### src/hw/rtl/bvfm_pkg.sv
`default_nettype none

package bvfm_pkg;

   localparam int SAMPLE_BITS    = 12;
   localparam int DEBOUNCE_COUNT = 10;
   localparam int TICK_BITS      = $clog2(DEBOUNCE_COUNT + 2);
   localparam int CODE_BITS      = 8;
   localparam int CSR_INDEX_BITS = 4;
   localparam int REQ_DATA_BITS  = ((SAMPLE_BITS + 7) / 8) * 8;
   localparam int RSP_DATA_BITS  = 16;

   localparam logic [TICK_BITS-1:0] TICK_CONFIRM = TICK_BITS'(DEBOUNCE_COUNT);
   localparam logic [TICK_BITS-1:0] TICK_SAT     = TICK_BITS'(DEBOUNCE_COUNT + 1);

   localparam logic [CODE_BITS-1:0] CODE_NONE  = 8'h00;
   localparam logic [CODE_BITS-1:0] CODE_SET   = 8'h55;
   localparam logic [CODE_BITS-1:0] CODE_CLEAR = 8'h11;

   localparam logic [CSR_INDEX_BITS-1:0] CSR_LOW_ENTER      = 4'd0;
   localparam logic [CSR_INDEX_BITS-1:0] CSR_LOW_EXIT       = 4'd1;
   localparam logic [CSR_INDEX_BITS-1:0] CSR_HIGH_EXIT      = 4'd2;
   localparam logic [CSR_INDEX_BITS-1:0] CSR_HIGH_ENTER     = 4'd3;
   localparam logic [CSR_INDEX_BITS-1:0] CSR_NET_LOW_ENTER  = 4'd4;
   localparam logic [CSR_INDEX_BITS-1:0] CSR_NET_LOW_EXIT   = 4'd5;
   localparam logic [CSR_INDEX_BITS-1:0] CSR_NET_HIGH_EXIT  = 4'd6;
   localparam logic [CSR_INDEX_BITS-1:0] CSR_NET_HIGH_ENTER = 4'd7;

   typedef logic [SAMPLE_BITS-1:0] sample_type;

   typedef struct packed {
      sample_type low_enter;
      sample_type low_exit;
      sample_type high_exit;
      sample_type high_enter;
      sample_type net_low_enter;
      sample_type net_low_exit;
      sample_type net_high_exit;
      sample_type net_high_enter;
   } levels_type;

   localparam levels_type LEVELS_RESET = '{
      low_enter:      SAMPLE_BITS'(1435),
      low_exit:       SAMPLE_BITS'(1541),
      high_exit:      SAMPLE_BITS'(3235),
      high_enter:     SAMPLE_BITS'(3311),
      net_low_enter:  SAMPLE_BITS'(1780),
      net_low_exit:   SAMPLE_BITS'(1895),
      net_high_exit:  SAMPLE_BITS'(3155),
      net_high_enter: SAMPLE_BITS'(3230)
   };

   typedef struct packed {
      logic                 raw_low;
      logic                 raw_high;
      logic                 held_low;
      logic                 held_high;
      logic [TICK_BITS-1:0] fault_ticks;
      logic [TICK_BITS-1:0] clear_ticks;
      logic                 set_recorded;
      logic                 clear_recorded;
      logic [CODE_BITS-1:0] detect_code;
      logic                 net_low;
      logic                 net_high;
   } state_type;

   localparam state_type STATE_RESET = '{
      raw_low:        1'b0,
      raw_high:       1'b0,
      held_low:       1'b0,
      held_high:      1'b0,
      fault_ticks:    '0,
      clear_ticks:    '0,
      set_recorded:   1'b0,
      clear_recorded: 1'b0,
      detect_code:    CODE_NONE,
      net_low:        1'b1,
      net_high:       1'b1
   };

   // field order matches rsp_tdata from the lowest bit up, hence reversed here
   typedef struct packed {
      logic [CODE_BITS-1:0] record_code;
      logic                 record_write;
      logic                 net_high_flag;
      logic                 net_low_flag;
      logic                 comm_disable;
      logic                 high_code_active;
      logic                 low_code_active;
      logic                 high_fault;
      logic                 low_fault;
   } result_type;

endpackage

`default_nettype wire

### src/hw/rtl/bvfm_eval.sv
`default_nettype none

module bvfm_eval (
   input  wire bvfm_pkg::sample_type sample,
   input  wire bvfm_pkg::levels_type levels,
   input  wire bvfm_pkg::state_type  state,
   output bvfm_pkg::state_type       state_next,
   output bvfm_pkg::result_type      result
);
   import bvfm_pkg::*;

   logic           unheld;
   logic           raw_low_n, raw_high_n;
   logic           in_low_band, in_high_band;
   logic           net_low_n, net_high_n;
   logic           write;
   state_type      st;
   logic [TICK_BITS-1:0] ticks_inc;

   assign unheld       = !state.held_high && !state.held_low;
   assign in_low_band  = (sample >= levels.low_enter) && (sample < levels.low_exit);
   assign in_high_band = (sample > levels.high_exit) && (sample <= levels.high_enter);

   // fault band classification, first match wins
   always_comb begin
      raw_low_n  = state.raw_low;
      raw_high_n = state.raw_high;
      if (sample > levels.high_enter) begin
         raw_low_n = 1'b0; raw_high_n = 1'b1;
      end else if (sample < levels.low_enter) begin
         raw_low_n = 1'b1; raw_high_n = 1'b0;
      end else if (sample >= levels.low_exit && sample <= levels.high_exit) begin
         raw_low_n = 1'b0; raw_high_n = 1'b0;
      end else if (in_low_band && state.held_low) begin
         raw_low_n = 1'b1; raw_high_n = 1'b0;
      end else if (in_high_band && state.held_high) begin
         raw_low_n = 1'b0; raw_high_n = 1'b1;
      end else if (in_low_band && unheld) begin
         raw_low_n = 1'b0; raw_high_n = 1'b0;
      end else if (sample > levels.high_exit && sample < levels.high_enter && unheld) begin
         raw_low_n = 1'b0; raw_high_n = 1'b0;
      end
   end

   // network flags, hysteresis on the previous flag values
   always_comb begin
      net_low_n  = state.net_low;
      net_high_n = state.net_high;
      if (sample < levels.net_low_enter) begin
         net_low_n = 1'b1; net_high_n = 1'b0;
      end else if (sample > levels.net_low_enter && sample < levels.net_low_exit
                   && state.net_low) begin
         net_low_n = 1'b1; net_high_n = 1'b0;
      end else if (sample > levels.net_low_exit && sample < levels.net_high_exit) begin
         net_low_n = 1'b0; net_high_n = 1'b0;
      end else if (sample > levels.net_high_enter) begin
         net_low_n = 1'b0; net_high_n = 1'b1;
      end else if (sample > levels.net_high_exit && sample < levels.net_high_enter
                   && state.net_high) begin
         net_low_n = 1'b0; net_high_n = 1'b1;
      end
   end

   // debounce: one saturating counter per phase
   always_comb begin
      st          = state;
      write       = 1'b0;
      ticks_inc   = '0;
      st.raw_low  = raw_low_n;
      st.raw_high = raw_high_n;
      st.net_low  = net_low_n;
      st.net_high = net_high_n;
      if (raw_low_n || raw_high_n) begin
         st.clear_ticks    = '0;
         st.clear_recorded = 1'b0;
         ticks_inc = (state.fault_ticks < TICK_SAT) ? state.fault_ticks + 1'b1
                                                    : state.fault_ticks;
         st.fault_ticks = ticks_inc;
         if (ticks_inc >= TICK_CONFIRM) begin
            if (raw_low_n) begin
               st.held_low = 1'b1;
            end else begin
               st.held_high = 1'b1;
            end
            st.fault_ticks = TICK_SAT;
            st.detect_code = CODE_SET;
            if (!state.set_recorded) begin
               st.set_recorded = 1'b1;
               write           = 1'b1;
            end
         end
      end else begin
         st.fault_ticks  = '0;
         st.set_recorded = 1'b0;
         ticks_inc = (state.clear_ticks < TICK_SAT) ? state.clear_ticks + 1'b1
                                                    : state.clear_ticks;
         st.clear_ticks = ticks_inc;
         if (ticks_inc >= TICK_CONFIRM) begin
            st.held_low    = 1'b0;
            st.held_high   = 1'b0;
            st.clear_ticks = TICK_SAT;
            st.detect_code = CODE_CLEAR;
            if (!state.clear_recorded) begin
               st.clear_recorded = 1'b1;
               write             = 1'b1;
            end
         end
      end
   end

   assign state_next = st;

   always_comb begin
      result.low_fault        = st.held_low;
      result.high_fault       = st.held_high;
      result.low_code_active  = st.held_low;
      result.high_code_active = st.held_high && !st.held_low;
      result.comm_disable     = st.held_low || st.held_high;
      result.net_low_flag     = st.net_low;
      result.net_high_flag    = st.net_high;
      result.record_write     = write;
      result.record_code      = st.detect_code;
   end

endmodule

`default_nettype wire

### src/hw/rtl/battery_voltage_fault_monitor_unit.sv
// the result for an accepted sample is registered into the result queue and shows on rsp_tdata at its head
// throughput: one sample per cycle while the result queue is not full, the state update for each word is a single pass
// a two-word result queue lets a word be taken while the previous result waits
// reset (synchronous, active high) restores the default levels and fault state
// and empties the result queue
`default_nettype none

module battery_voltage_fault_monitor_unit (
   input  wire                                       clock,
   input  wire                                       reset,
   input  wire                                       req_tvalid,
   output logic                                      req_tready,
   // [11:0] supply_sample, [15:12] zero
   input  wire [bvfm_pkg::REQ_DATA_BITS-1:0]         req_tdata,
   output logic                                      rsp_tvalid,
   input  wire                                       rsp_tready,
   // [0] low_fault, [1] high_fault, [2] low_code_active, [3] high_code_active,
   // [4] comm_disable, [5] net_low_flag, [6] net_high_flag, [7] record_write,
   // [15:8] record_code
   output logic [bvfm_pkg::RSP_DATA_BITS-1:0]        rsp_tdata,
   input  wire                                       csr_valid,
   output logic                                      csr_ready,
   input  wire [bvfm_pkg::CSR_INDEX_BITS-1:0]        csr_index,
   input  wire [bvfm_pkg::SAMPLE_BITS-1:0]           csr_data
);
   import bvfm_pkg::*;

   levels_type levels_ff, levels_in;
   state_type  state_ff, state_in;
   result_type result;
   result_type queue_ff [2];
   result_type queue_in [2];
   logic [1:0] count_ff, count_in;
   logic       push, pop;

   assign csr_ready  = 1'b1;
   assign req_tready = (count_ff != 2'd2);
   assign rsp_tvalid = (count_ff != 2'd0);
   assign rsp_tdata  = queue_ff[0];
   assign push       = req_tvalid && req_tready;
   assign pop        = rsp_tvalid && rsp_tready;

   bvfm_eval u_eval (
      .sample     (req_tdata[SAMPLE_BITS-1:0]),
      .levels     (levels_ff),
      .state      (state_ff),
      .state_next (state_in),
      .result     (result)
   );

   always_comb begin
      levels_in = levels_ff;
      if (csr_valid) begin
         case (csr_index)
            CSR_LOW_ENTER:      levels_in.low_enter      = csr_data;
            CSR_LOW_EXIT:       levels_in.low_exit       = csr_data;
            CSR_HIGH_EXIT:      levels_in.high_exit      = csr_data;
            CSR_HIGH_ENTER:     levels_in.high_enter     = csr_data;
            CSR_NET_LOW_ENTER:  levels_in.net_low_enter  = csr_data;
            CSR_NET_LOW_EXIT:   levels_in.net_low_exit   = csr_data;
            CSR_NET_HIGH_EXIT:  levels_in.net_high_exit  = csr_data;
            CSR_NET_HIGH_ENTER: levels_in.net_high_enter = csr_data;
            default:            levels_in = levels_ff;
         endcase
      end
   end

   // head of the queue is always slot 0
   always_comb begin
      queue_in = queue_ff;
      count_in = count_ff;
      case ({push, pop})
         2'b10: begin
            if (count_ff == 2'd0) begin
               queue_in[0] = result;
            end else begin
               queue_in[1] = result;
            end
            count_in = count_ff + 2'd1;
         end
         2'b01: begin
            queue_in[0] = queue_ff[1];
            count_in    = count_ff - 2'd1;
         end
         2'b11: begin
            queue_in[0] = result;
         end
         default: count_in = count_ff;
      endcase
   end

   always_ff @(posedge clock) begin
      if (reset) begin
         levels_ff <= LEVELS_RESET;
         state_ff  <= STATE_RESET;
         count_ff  <= 2'd0;
      end else begin
         levels_ff <= levels_in;
         count_ff  <= count_in;
         if (push) begin
            state_ff <= state_in;
         end
      end
   end

   always_ff @(posedge clock) begin
      queue_ff <= queue_in;
   end

`ifndef SYNTHESIS
   a_write_code : assert property (@(posedge clock) disable iff (reset)
      rsp_tvalid && rsp_tdata[7] |-> rsp_tdata[15:8] == CODE_SET
                                     || rsp_tdata[15:8] == CODE_CLEAR)
      else $error("record write without a set or clear code");

   a_ticks_excl : assert property (@(posedge clock) disable iff (reset)
      state_ff.fault_ticks != '0 |-> state_ff.clear_ticks == '0)
      else $error("fault and clear counters both running");

   a_ticks_sat : assert property (@(posedge clock) disable iff (reset)
      state_ff.fault_ticks <= TICK_SAT && state_ff.clear_ticks <= TICK_SAT)
      else $error("debounce counter past saturation");

   a_queue_full : assert property (@(posedge clock) disable iff (reset)
      count_ff == 2'd2 |=> !$past(push))
      else $error("word taken into a full result queue");
`endif

endmodule

`default_nettype wire
### config.mk
export PLATFORM = sky130hd
export DESIGN_NAME = battery_voltage_fault_monitor_unit
export DESIGN_NICKNAME = d
export VERILOG_FILES = /design/src/hw/rtl/bvfm_pkg.sv /design/src/hw/rtl/bvfm_eval.sv /design/src/hw/rtl/battery_voltage_fault_monitor_unit.sv
export SDC_FILE = /design/constraint.sdc
export NUM_CORES = 1
export LEC_CHECK = 0
export ABC_AREA = 1
export BUFFER_PORTS_ARGS = -buffer_cell sky130_fd_sc_hd__buf_2
export CAP_MARGIN = 20
export CORE_MARGIN = 2
export CORE_UTILIZATION = 65
export DETAILED_ROUTE_END_ITERATION = 12
export PLACE_DENSITY = 0.84
export SLEW_MARGIN = 20
export SYNTH_ARGS = -nofsm -noshare
export SYNTH_HDL_FRONTEND = slang
export SYNTH_HIERARCHICAL = 1
export SYNTH_SLANG_ARGS = --single-unit
### constraint.sdc
create_clock -name clock -period 4.3 [get_ports clock]
set_input_delay 0.43 -clock clock [delete_from_list [all_inputs] [get_ports clock]]
set_output_delay 0.43 -clock clock [all_outputs]
set_load 0.01 [all_outputs]
==> results of run 1 <==
## state kept, by name (all words and copies together) (netlist names)
| register | count |
|---|---|
| levels_ff | 96 |
| state_ff | 24 |
| queue_ff | 16 |
| rsp_tdata | 16 |
| count_ff | 2 |
## final timing paths
| path | from | to | slack, ns | cells past startpoint |
|---|---|---|---|---|
| worst min-delay path | csr_data[8] | levels_ff[92] | 0.23 | 3 |
| worst min register to register | levels_ff[65] | levels_ff[65] | 0.45 | 2 |
| worst max register to register | levels_ff[67] | rsp_tdata[3] | 1.49 | 21 |
| worst max-delay path | levels_ff[67] | rsp_tdata[3] | 1.49 | 21 |
## logic make-up (layout without fill, tap and decap cells)
group,count (synthesis),after routing,share of synthesized area
xor gates and xnor gates,1,1,0.0009576
adders and majority gates,100,100,0.1368
DFF,154,154,0.3720
buffers and inverters,248,270,0.1213
AOI/OAI and AO/OA,94,94,0.05909
other,1,1,0.0004099
muxes,2,2,0.002189
and+or+nand+nor,663,663,0.3072
## worst min-delay path, cell delays in order
cell and delay (ns):
buf_2 0.10, nand2_1 0.05, nand3_1 0.05
## stage by stage
| stage | hold slack (ns) | std cells | power (mW) |
|---|---|---|---|
| after floorplan | 0.4289 | 1263 | 2.370 |
| after global placement | 0.4377 | 1432 | 2.471 |
| after detailed placement | 0.4424 | 1432 | 2.503 |
| after CTS | 0.2237 | 1464 | 3.936 |
| after global routing | 0.2612 | 1465 | 4.115 |
| final | 0.2304 | 1465 | 3.929 |
## per-layer routing
layer  vias to the layer above  part of all wire
met5                         -                 0
met2                       262              0.49
met4                         0             0.025
li1                       3983                 -
met3                        49             0.060
met1                      3624              0.43
## final cells by class
type / count / area, um^2
Clock buffer: 21 / 450.4
Clock inverter: 11 / 103.9
Fill cell: 1131 / 4014
Inverter: 181 / 680.7
Multi-Input combinational cell: 861 / 4634
Sequential cell: 154 / 3403
Tap cell: 180 / 225.2
Timing Repair Buffer: 57 / 315.3
## placed cells by master, fill, tap and decap left out, drive strengths merged, types with 2 or more instances in the layout
master,Yosys,final
a211oi,3,3
a21o,4,4
a21oi,42,42
buf,52,57
bufinv,0,2
clkbuf,15,21
clkinv,1,10
dfxtp,122,122
edfxtp,32,32
ha,100,100
inv,180,179
mux2i,2,2
nand2,355,355
nand3,80,80
nand4,27,27
nor2,189,189
nor3,6,6
o2111ai,2,2
o211ai,4,4
o21ai,31,31
o22ai,2,2
or2,4,4
## power groups by stage
stage                     Sequential [mW]  Clock (mW)  Combinational, mW
after global routing                 1.74        1.51              0.864
after global placement               1.75           0              0.723
after detailed placement             1.76           0              0.747
after CTS                            1.73        1.45              0.760
after floorplan                      1.74           0              0.625
final                                1.73        1.44              0.767
==> results.md, run 1 <==
- Status: finished, final reports clean
- Layout cells sized above 1: 0.09027
- Die Ht: 122.6 um
- Clock sink count: 154
- Clock slew at reported path FFs: 0.06 ns
- First-pass GRT wire length: 33670 um
- Final global-route overflow total: 0
- Die Wd: ~120 um
- Measured slew at the worst slew-check pin: 0.6558 ns
- Power per Cell Area: 400.4 nW/um^2
- Crit share post-route: 0.6526
- Syn_area_per_cell: 7.243 um^2
- Met1 usage: 0.3649
- Count leader, synth: nand2_1
- Hold buffers post-CTS: 0
- # nets final: 1409
- Placed Area: about 9200 um^2
- Routed WL per cell: 14.73 um
- Fmax: roughly 360 MHz
- Inserted Clock Buffers: 17
- Critical path's largest stage delay: ~0.33 ns
- GRT Max-Usage Layer: met2
- Initial Util: 0.6616
- Crit-path most repeated cell: nand2_1
- CTS root buf: clkbuf_16
- Crit path DAT: 2.99 ns
- Routed vias: 7918
- Worst hold path class: primary input to register
- Critical Path Fanout Max: 6
- Syn Inst Count: 1263
- Primary FF master, synth: dfxtp_1
- MaxCap Viol Count: 0
- Worst EP required: 4.48 ns
- Initial antenna violation count: 0
- Pins Over Slew Limit: 0
- Leak pwr: between 5 and 6 nW
- Sum Neg Setup Slack: 0 ns
- Clock insertion delay at the later pin of the skew report: 0.44 ns
- Util after Layout: 0.7097
- Clock skew: 0.006429 ns
- Minimum clock period: 2.806 ns
- Worst path cell trace: inv_1, ha_1, nand2_1, nor2_1, nand2_2, inv_1, nand2_1, nand3_1, nand2_1, nor2_1, nor2_1, nand3_1, nand2_1, nand2_1, nand3_2, nand2_1, nand2_1, inv_2, nor2_1, nand2_1, nand2_1
- Top post-synthesis cells by area: dfxtp_1, nand2_1, ha_1
- Finished Cell Area: ~10000 um^2
- ANT nets after route: 0
- Crit. End Element: register
- Synth async-reset ratio: 0
- Synth top area share: 0.2670
- Final setup vio count: 0
- CTS resizes: 0
- Crit-path slowest cell: dfxtp_1
- Vias in the first global route: 6954
- Layout area overhead: 7.277%
- Crit path buffers/inverters: 3
- Logic pwr share: 0.195
- Top delay family on crit path: simple AND/OR/NAND/NOR gates
- Clock power frac: 0.366
- Slew HR: 0.5612
- Net Sw Power: roughly 1.2 mW
- Largest net degree at the start of global routing: 80
- Num rows: 43
- Final hold vios: 0
- CTS tree: yes
- Number of synthesized flops with an enable pin: 32
- Met3 GRT Util: 0.05855
- Core Region: 13830 um^2
- Post-DP HPWL: 14330 um
- Maximum VDD drop: slightly below 0.3 mV
- Port Buffers: 50
- Critical path class: register to register
- Post-CTS Setup Inserts: 0
- Most instantiated cells after synthesis: nand2_1, nor2_1, inv_1
- DRT Pass-1 Iters: 5
- Synth cell types: 45
- Gpl congestion: 0.8693
- # IOs: 56
- Synth area leader: dfxtp_1
- DRT iter0 DRCs: 658
- Internal Power: 2.775 mW
- CTS Buffer Depth: 2
- RSZ-0062 raised after global routing: false
- Total nets after synthesis: 1400
- Post-Place Setup Slack: 1.289 ns
- Detailed-route vias per instance: 5.405
- H-tree levels: 4
- GRT Util Overall: 0.2938
- Final worst slack: 1.494 ns
- Yosys reg bits: 154
- Sw Share: 0.2937
- Worst setup SP type: register
- Met2 Usage GRT: 0.5024
- Post-Syn Area: 9148 um^2
- Syn. warnings: 6
- Detailed Route WL: 21580 um
- Register share of total power: 0.439
- Sequential area share after synthesis: 0.3720
- Number of antenna diodes: 0
- DIE AREA: 15040 um^2
- DRC: 0
No activity file was read; power rests on OpenSTA's default activity.
==> run 2: changes to the inputs <==
ABC_AREA = 0   (was 1)
CORE_UTILIZATION = 62   (was 65)
PLACE_DENSITY = 0.81   (was 0.84)
clock period = 2.8 ns   (was 4.3 ns; I/O delays follow)
==> run 2 against run 1 <==
  * The flow now finishes with violations (negative setup slack)
  * Final area up 16%
  * Clock-buffer cell count down 4
  * Largest cell class unchanged
  * Highest routed layer unchanged
  * Total power increased by 59%
  * Final cell count decreased by 12%
  * Sequential share of layout area down 4.6 points
  * Clock power rose by 51%
  * Largest power group unchanged
  * Sequential cell count is the same
  * Die area up 5.6%
==> results.md, run 2 <==
- Internal Power: 4.259 mW (was 2.775 mW)
- Status: complete, but fails checks (was finished, final reports clean)
- Top post-synthesis cells by area: dfxtp_1, ha_1, mux2i_1 (was dfxtp_1, nand2_1, ha_1)
- GRT Util Overall: 0.3190 (was 0.2938)
- Final setup vio count: 50 (was 0)
- CTS tree: yes (unchanged)
- Most frequent cells in the layout: dfxtp_1, mux2i_1, inv_1, nor2_1, ha_1 (was nand2_1, nor2_1, inv_1, dfxtp_1, ha_1)
- Synth async-reset ratio: 0 (unchanged)
- Routed vias: 8487 (was 7918)
- Crit. Startpoint: levels_ff[61] (was levels_ff[67])
- Flop-to-flop setup slack: -0.69 ns (was 1.49 ns)
- Clock slew at reported path FFs: 0.07 ns (was 0.06 ns)
- Hold buffers post-CTS: 0 (unchanged)
- Number of synthesized flops with an enable pin: 32 (unchanged)
- Inserted Clock Buffers: 17 (unchanged)
- Met1 usage: 0.4080 (was 0.3649)
- DRT iter0 DRCs: 1006 (was 658)
- Hold WS: 0.1592 ns (was 0.2304 ns)
- Synth cell types: 68 (was 45)
- Num rows: 44 (was 43)
- DRC: 0 (unchanged)
- Worst setup endpoint: state_ff[10] (was rsp_tdata[3])
- Detailed-route vias per instance: 6.620 (was 5.405)
- # nets final: 1222 (was 1409)
- Fin cells: 1282 (was 1465)
- Overall power: 6.250 mW (was 3.929 mW)
- Max reg flops: 96 (unchanged)
- Fillcell total: 849 (was 1131)
- Synth area leader: dfxtp_1 (unchanged)
- Commonest non-fill, non-tap cell in the layout: dfxtp_1 (was nand2_1)
- Syn. warnings: 6 (unchanged)
- # IOs: 56 (unchanged)
- Register share of total power: 0.421 (was 0.439)
- First-pass GRT wire length: 40400 um (was 33670 um)
- Crit path DAT: 3.84 ns (was 2.99 ns)
- Crit. End Element: register (unchanged)
- Critical path class: register to register (unchanged)
- CTS root buf: clkbuf_16 (unchanged)
- Clock skew: 0.01218 ns (was 0.006429 ns)
- Post-Place Setup Slack: -0.4693 ns (was 1.289 ns)
- R2R Path Start: levels_ff[61] (was levels_ff[67])
- Critical Path Fanout Max: 6 (unchanged)
- Slew HR: 0.3405 (was 0.5612)
- Pins Over Slew Limit: 0 (unchanged)
- Clock insertion delay at the later pin of the skew report: 0.44 ns (about the same)
- Post-Syn Area: 9235 um^2 (was 9148 um^2)
- Crit share post-route: 1.246 (was 0.6526)
- Die Ht: 126.0 um (was 122.6 um)
- DIE AREA: 15890 um^2 (was 15040 um^2)
- Final hold vios: 0 (unchanged)
- Sw Share: 0.3184 (was 0.2937)
- Leak pwr: 5.376 nW (was 5.213 nW)
- Number of antenna diodes: 0 (unchanged)
- Syn Inst Count: 994 (was 1263)
- Top Registers: levels_ff x96, state_ff x24 (unchanged)
- Failing checks: negative setup slack
- Measured slew at the worst slew-check pin: 0.9869 ns (was 0.6558 ns)
- CTS Buffer Depth: 2 (unchanged)
- Count leader, synth: dfxtp_1 (was nand2_1)
- Met2 Usage GRT: 0.5209 (was 0.5024)
- Maximum VDD drop: 0.4001 mV (was 0.2976 mV)
- Post-Place Cells: 1215 (was 1432)
- Initial Util: 0.6354 (was 0.6616)
- Post-DP HPWL: 16550 um (was 14330 um)
- Clock sink count: 154 (unchanged)
- H-tree levels: 4 (unchanged)
- Largest net degree at the start of global routing: 57 (was 80)
- Initial antenna violation count: 0 (unchanged)
- DRT Pass-1 Iters: 7 (was 5)
- Syn_area_per_cell: 9.291 um^2 (was 7.243 um^2)
- Final global-route overflow total: 0 (unchanged)
- Net Sw Power: 1.990 mW (was 1.154 mW)
- Worst setup SP type: register (unchanged)
- Core Region: 14530 um^2 (was 13830 um^2)
- Reg2reg path depth: 17 (was 21)
- RSZ-0062 raised after global routing: true (was false)
- Layout area overhead: 23.48% (was 7.277%)
- Synth top area share: 0.2645 (was 0.2670)
- Logic pwr share: 0.232 (was 0.195)
- Worst hold path class: primary input to register (unchanged)
- Final worst slack: -0.6886 ns (was 1.494 ns)
- Routed WL per cell: 23.41 um (was 14.73 um)
- Primary FF master, synth: dfxtp_1 (unchanged)
- ANT nets after route: 0 (unchanged)
- Met3 GRT Util: 0.07179 (was 0.05855)
- Vias in the first global route: 7971 (was 6954)
- Gpl congestion: 0.9064 (was 0.8693)
- Detailed Route WL: 30010 um (was 21580 um)
- Sequential area share after synthesis: 0.3685 (was 0.3720)
- Most instantiated cells after synthesis: dfxtp_1, ha_1, mux2i_1 (was nand2_1, nor2_1, inv_1)
- Clock power frac: 0.347 (was 0.366)
- Port Buffers: 50 (unchanged)
- Total nets after synthesis: 1131 (was 1400)
- GRT Max-Usage Layer: met2 (unchanged)
- MaxCap Viol Count: 0 (unchanged)
- Worst EP required: 3.16 ns (was 4.48 ns)
- Power per Cell Area: 548.0 nW/um^2 (was 400.4 nW/um^2)
- Die Wd: 126.0 um (was 122.6 um)
- Most flops, register: levels_ff (unchanged)
- Layout cells sized above 1: 0.3033 (was 0.09027)
- Fmax: 286.6 MHz (was 356.4 MHz)
- Yosys reg bits: 154 (unchanged)
- Minimum clock period: 3.489 ns (was 2.806 ns)
- Reg2reg end: state_ff[10] (was rsp_tdata[3])
-- run 2: changes by cell type after synthesis, sizes merged, moves of 12 or more --
cell and change:
nand2 -325, nor2 -105, o21ai +12, nor2b +13
a21oi +21, a21o +16, nand2b +57, nand3 -49
inv -81, mux2i +97, mux2 +17
-- run 2: through the flow --
step / utilization / cell area, um^2 / setup TNS (ns)
2_1_floorplan: - / 9286 / -0.1533
3_3_place_gp: 0.6734 / 9787 / -10.72
3_5_place_dp: 0.6734 / 9787 / -14.00
4_1_cts: 0.7486 / 10880 / -4.922
5_1_grt: 0.7846 / 11400 / -23.37
6_report: 0.7846 / 11400 / -23.58
-- run 2: worst max-delay path, cell delays in order, from the launching register on --
cell      delay, ns
dfxtp_1        0.33
inv_1          0.05
ha_1           0.30
nor2b_1        0.23
o211ai_1       0.21
a21oi_4        0.23
o211ai_4       0.14
buf_6          0.15
o211ai_1       0.22
buf_4          0.19
a41oi_4        0.17
buf_6          0.20
buf_12         0.13
nor2_4         0.21
buf_6          0.19
o21a_1         0.15
nand3_1        0.10
a21oi_1        0.21
-- run 2: cell families (layout without fill, tap and decap cells) --
family	after synthesis	count (layout)	synth area share
flops	154	154	0.3685
xor+xnor	4	4	0.003794
compound gates	181	181	0.1259
other cells	1	1	0.0004061
simple gates	265	265	0.1486
buf+inv	173	277	0.08928
mux	116	116	0.1280
fa+ha+maj	100	100	0.1355
-- run 2: what timing repair did --
item / 4_1_cts / 5_1_grt
pin swaps: 44 / 23
gates cloned: 1 / 0
setup buffers: 17 / 18
setup endpoints to repair: 46 / 53
resized for setup: 90 / 73
-- run 2: routing by layer --
| layer | share of wire | routed length (um) |
|---|---|---|
| met4 | 0.073 | 2197 |
| met3 | 0.096 | 2894 |
| met5 | 0 | 0 |
| met2 | 0.45 | 13550 |
| met1 | 0.38 | 11370 |
-- run 2: layout make-up --
| cell class | count | area (um^2) | share of cell area |
|---|---|---|---|
| clock buffer | 17 | 425.4 | 0.03731 |
| clock inverter | 15 | 115.1 | 0.01009 |
| inverter | 99 | 371.6 | 0.03259 |
| multi-input combinational | 667 | 5761 | 0.5052 |
| sequential | 154 | 3430 | 0.3007 |
| tap | 184 | 230.2 | 0.02019 |
| timing repair buffer | 146 | 1071 | 0.09392 |
-- run 2: worst min path at each step --
stage             startpoint            end  slack (ns)  cells after the start
2_1_floorplan  levels_ff[14]  levels_ff[14]        0.45                      2
3_3_place_gp     state_ff[3]    state_ff[3]        0.46                      2
3_5_place_dp    levels_ff[6]   levels_ff[6]        0.46                      2
4_1_cts          csr_data[8]  levels_ff[32]        0.13                      3
5_1_grt          csr_data[0]  levels_ff[36]        0.19                      3
6_report         csr_data[3]  levels_ff[87]        0.16                      3
-- run 2: power by group through the flow --
stage,clock [mW],combinational [mW],sequential (mW)
after floorplan,0,0.867,2.64
after global placement,0,1.13,2.65
after detailed placement,0,1.16,2.66
after CTS,2.14,1.26,2.61
after global routing,2.25,1.53,2.64
final,2.17,1.45,2.63
==> run 3: changes to the inputs <==
CORE_UTILIZATION = 50   (was 62)
GPL_TIMING_DRIVEN = 0   (was default)
PLACE_DENSITY = 0.68   (was 0.81)
==> run 3 against run 2 <==
  * The flow still finishes with violations (negative setup slack)
  * Final cell count up 4.0%
  * Register-to-register slack better by 0.18 ns
  * Total power increased by 6.7%
  * Clock power grew 19%
  * Sequential share of layout area is essentially flat
  * Combinational power barely moved
  * Via count is 12% lower
  * Worst hold slack improved by 0.0013 ns
  * Final area fell by 0.26%
  * Maximum frequency up 5.4%
  * Sequential power about the same
  * Die area is 23% higher
  * Critical endpoint is now state_ff[20]
==> results.md, run 3 (synthesis gave the netlist of run 2 again) <==
- Critical path class: register to register (unchanged)
- Failing checks: negative setup slack (unchanged)
- Die Ht: 139.9 um (was 126.0 um)
- Final setup vio count: 49 (was 50)
- Most flops, register: levels_ff (unchanged)
- Final worst slack: -0.5085 ns (was -0.6886 ns)
- Commonest non-fill, non-tap cell in the layout: dfxtp_1 (unchanged)
- Number of antenna diodes: 0 (unchanged)
- ANT nets after route: 0 (unchanged)
- Final hold vios: 0 (unchanged)
- Crit. End Element: register (unchanged)
- Top Registers: levels_ff x96, state_ff x24 (unchanged)
- Most frequent cells in the layout: dfxtp_1, mux2i_1, inv_1, ha_1, nor2_1 (was dfxtp_1, mux2i_1, inv_1, nor2_1, ha_1)
- H-tree levels: 4 (unchanged)
- CTS tree: yes (unchanged)
- Detailed-route vias per instance: 5.632 (was 6.620)
- Hold Path Sink: levels_ff[73] (was levels_ff[87])
- Final global-route overflow total: 0 (unchanged)
- CTS Buffer Depth: 2 (unchanged)
- DRT iter0 DRCs: 749 (was 1006)
- Initial Util: 0.5124 (was 0.6354)
- Post-DP HPWL: 16790 um (was 16550 um)
- # IOs: 56 (unchanged)
- Vias in the first global route: 6974 (was 7971)
- Worst EP required: 3.16 ns (about the same)
- Maximum VDD drop: 0.4861 mV (was 0.4001 mV)
- Die Wd: 139.9 um (was 126.0 um)
- Status: complete, but fails checks (unchanged)
- Clock insertion delay at the later pin of the skew report: 0.44 ns (about the same)
- Initial antenna violation count: 0 (unchanged)
- Pins Over Slew Limit: 0 (unchanged)
- Worst setup SP type: register (unchanged)
- MaxCap Viol Count: 0 (unchanged)
- Clock skew: 0.01150 ns (was 0.01218 ns)
- Num rows: 49 (was 44)
- DRC: 0 (unchanged)
- Crit path DAT: 3.67 ns (was 3.84 ns)
- Critical Path Fanout Max: 3 (was 6)
- RSZ-0062 raised after global routing: true (unchanged)
- Routed WL per cell: 18.83 um (was 23.41 um)
- Clock sink count: 154 (unchanged)
- R2R Path Start: levels_ff[82] (was levels_ff[61])
- DRT Pass-1 Iters: 5 (was 7)
- Reg2reg end: state_ff[20] (was state_ff[10])
- Gpl congestion: 0.8849 (was 0.9064)
- CTS root buf: clkbuf_16 (unchanged)
- Measured slew at the worst slew-check pin: 0.9923 ns (was 0.9869 ns)
- Minimum clock period: 3.309 ns (was 3.489 ns)
- Detailed Route WL: 25100 um (was 30010 um)
- Crit. Startpoint: levels_ff[82] (was levels_ff[61])
- First-pass GRT wire length: 37500 um (was 40400 um)
- Routed vias: 7507 (was 8487)
- Util after Layout: 0.6310 (was 0.7846)
- Port Buffers: 48 (was 50)
- Fmax: 302.3 MHz (was 286.6 MHz)
- Worst hold path class: primary input to register (unchanged)
- Hold path startpoint: csr_data[1] (was csr_data[3])
- Clock slew at reported path FFs: 0.06 ns (was 0.07 ns)
- Layout cells sized above 1: 0.2663 (was 0.3033)
- Core Region: 18020 um^2 (was 14530 um^2)
- Layout area overhead: 23.15% (was 23.48%)
- Power per Cell Area: 586.2 nW/um^2 (was 548.0 nW/um^2)
- # nets final: 1228 (was 1222)
- Overall power: 6.667 mW (was 6.250 mW)
- Largest net degree at the start of global routing: 17 (was 57)
- Flop-to-flop setup slack: -0.51 ns (was -0.69 ns)
- DIE AREA: 19570 um^2 (was 15890 um^2)
- Crit share post-route: 1.182 (was 1.246)
- Worst Hold Depth: 3 (unchanged)
- Max reg flops: 96 (unchanged)
- Slew HR: 0.3385 (was 0.3405)
- Reg2reg path depth: 15 (was 17)
- Leak pwr: 5.346 nW (was 5.376 nW)
- GRT Util Overall: 0.2459 (was 0.3190)
- Inserted Clock Buffers: 17 (unchanged)
- Hold buffers post-CTS: 0 (unchanged)
run 3: changes by cell type in the layout (fill, tap and decap cells not counted), moves of 5 or more:
cell,delta
a21oi_2,-6
clkbuf_1,+23
dfxtp_1,+5
buf_2,+10
bufinv_16,+5
ha_4,-6
dfxtp_2,-5
ha_1,+7
a21oi_1,+7
buf_4,-28
run 3: worst max path at each step:
stage	endpoint	slack (ns)	cells past startpoint
final	state_ff[20]	-0.51	15
after global placement	state_ff[5]	-0.74	13
after global routing	state_ff[20]	-0.58	15
after floorplan	rsp_tdata[2]	-0.06	13
after detailed placement	state_ff[5]	-0.80	13
after CTS	rsp_tdata[3]	-0.37	12
run 3: layout make-up:
cell class / count / area [um^2]
clock buffers: 18 / 429.2
well taps: 229 / 286.5
flip-flops and latches: 154 / 3423
inverters: 99 / 371.6
fillers: 1489 / 6651
plain buffers: 73 / 456.7
clock inverters: 14 / 219.0
multi-input cells: 667 / 5669
repair buffers: 79 / 518.0
run 3: what timing repair did:
action                     CTS  global route
setup buffers               19            15
setup endpoints to repair   47            53
gates cloned                 0             0
resized for setup           83            60
pin swaps                   36            44
run 3: power breakdown:
| part | total (mW) | switching, mW | internal (mW) |
|---|---|---|---|
| Clock | 2.58 | 0.986 | 1.59 |
| Sequential | 2.61 | 0.0832 | 2.53 |
| Combinational | 1.48 | 0.840 | 0.639 |
| Total | 6.67 | 1.91 | 4.76 |
run 3: layer usage:
layer  up-vias  routed length [um]  track usage
met2       249               11430       0.3807
met4         0                 606      0.07737
met1      3575               11830       0.3523
met5         -                   0            0
li1       3637                   -            -
met3        46                1234      0.04137
run 3: per-stage QoR:
stage	worst slack (ns)	instance area (um^2)	hold slack [ns]	setup TNS, ns	instances
6_report	-0.5085	11370	0.1605	-14.74	1333
5_1_grt	-0.5848	11370	0.1716	-18.80	1333
4_1_cts	-0.3698	11010	0.1540	-8.097	1323
3_5_place_dp	-0.7951	9831	0.4613	-24.46	1272
3_3_place_gp	-0.7419	9813	0.4583	-28.17	1271
2_1_floorplan	-0.06149	9286	0.4488	-0.1533	994
run 3: worst max-delay path, stage by stage (launching register included):
cell and delay, ns:
dfxtp_2 0.34, inv_2 0.04, ha_4 0.25, nand4_1 0.24, nor3_2 0.32, a21boi_4 0.25, or4_4 0.16, buf_4 0.12
o311ai_4 0.12, buf_4 0.17, o311a_4 0.34, a211oi_2 0.31, o32a_1 0.23, buf_4 0.12, nand3_1 0.07, a21oi_1 0.15
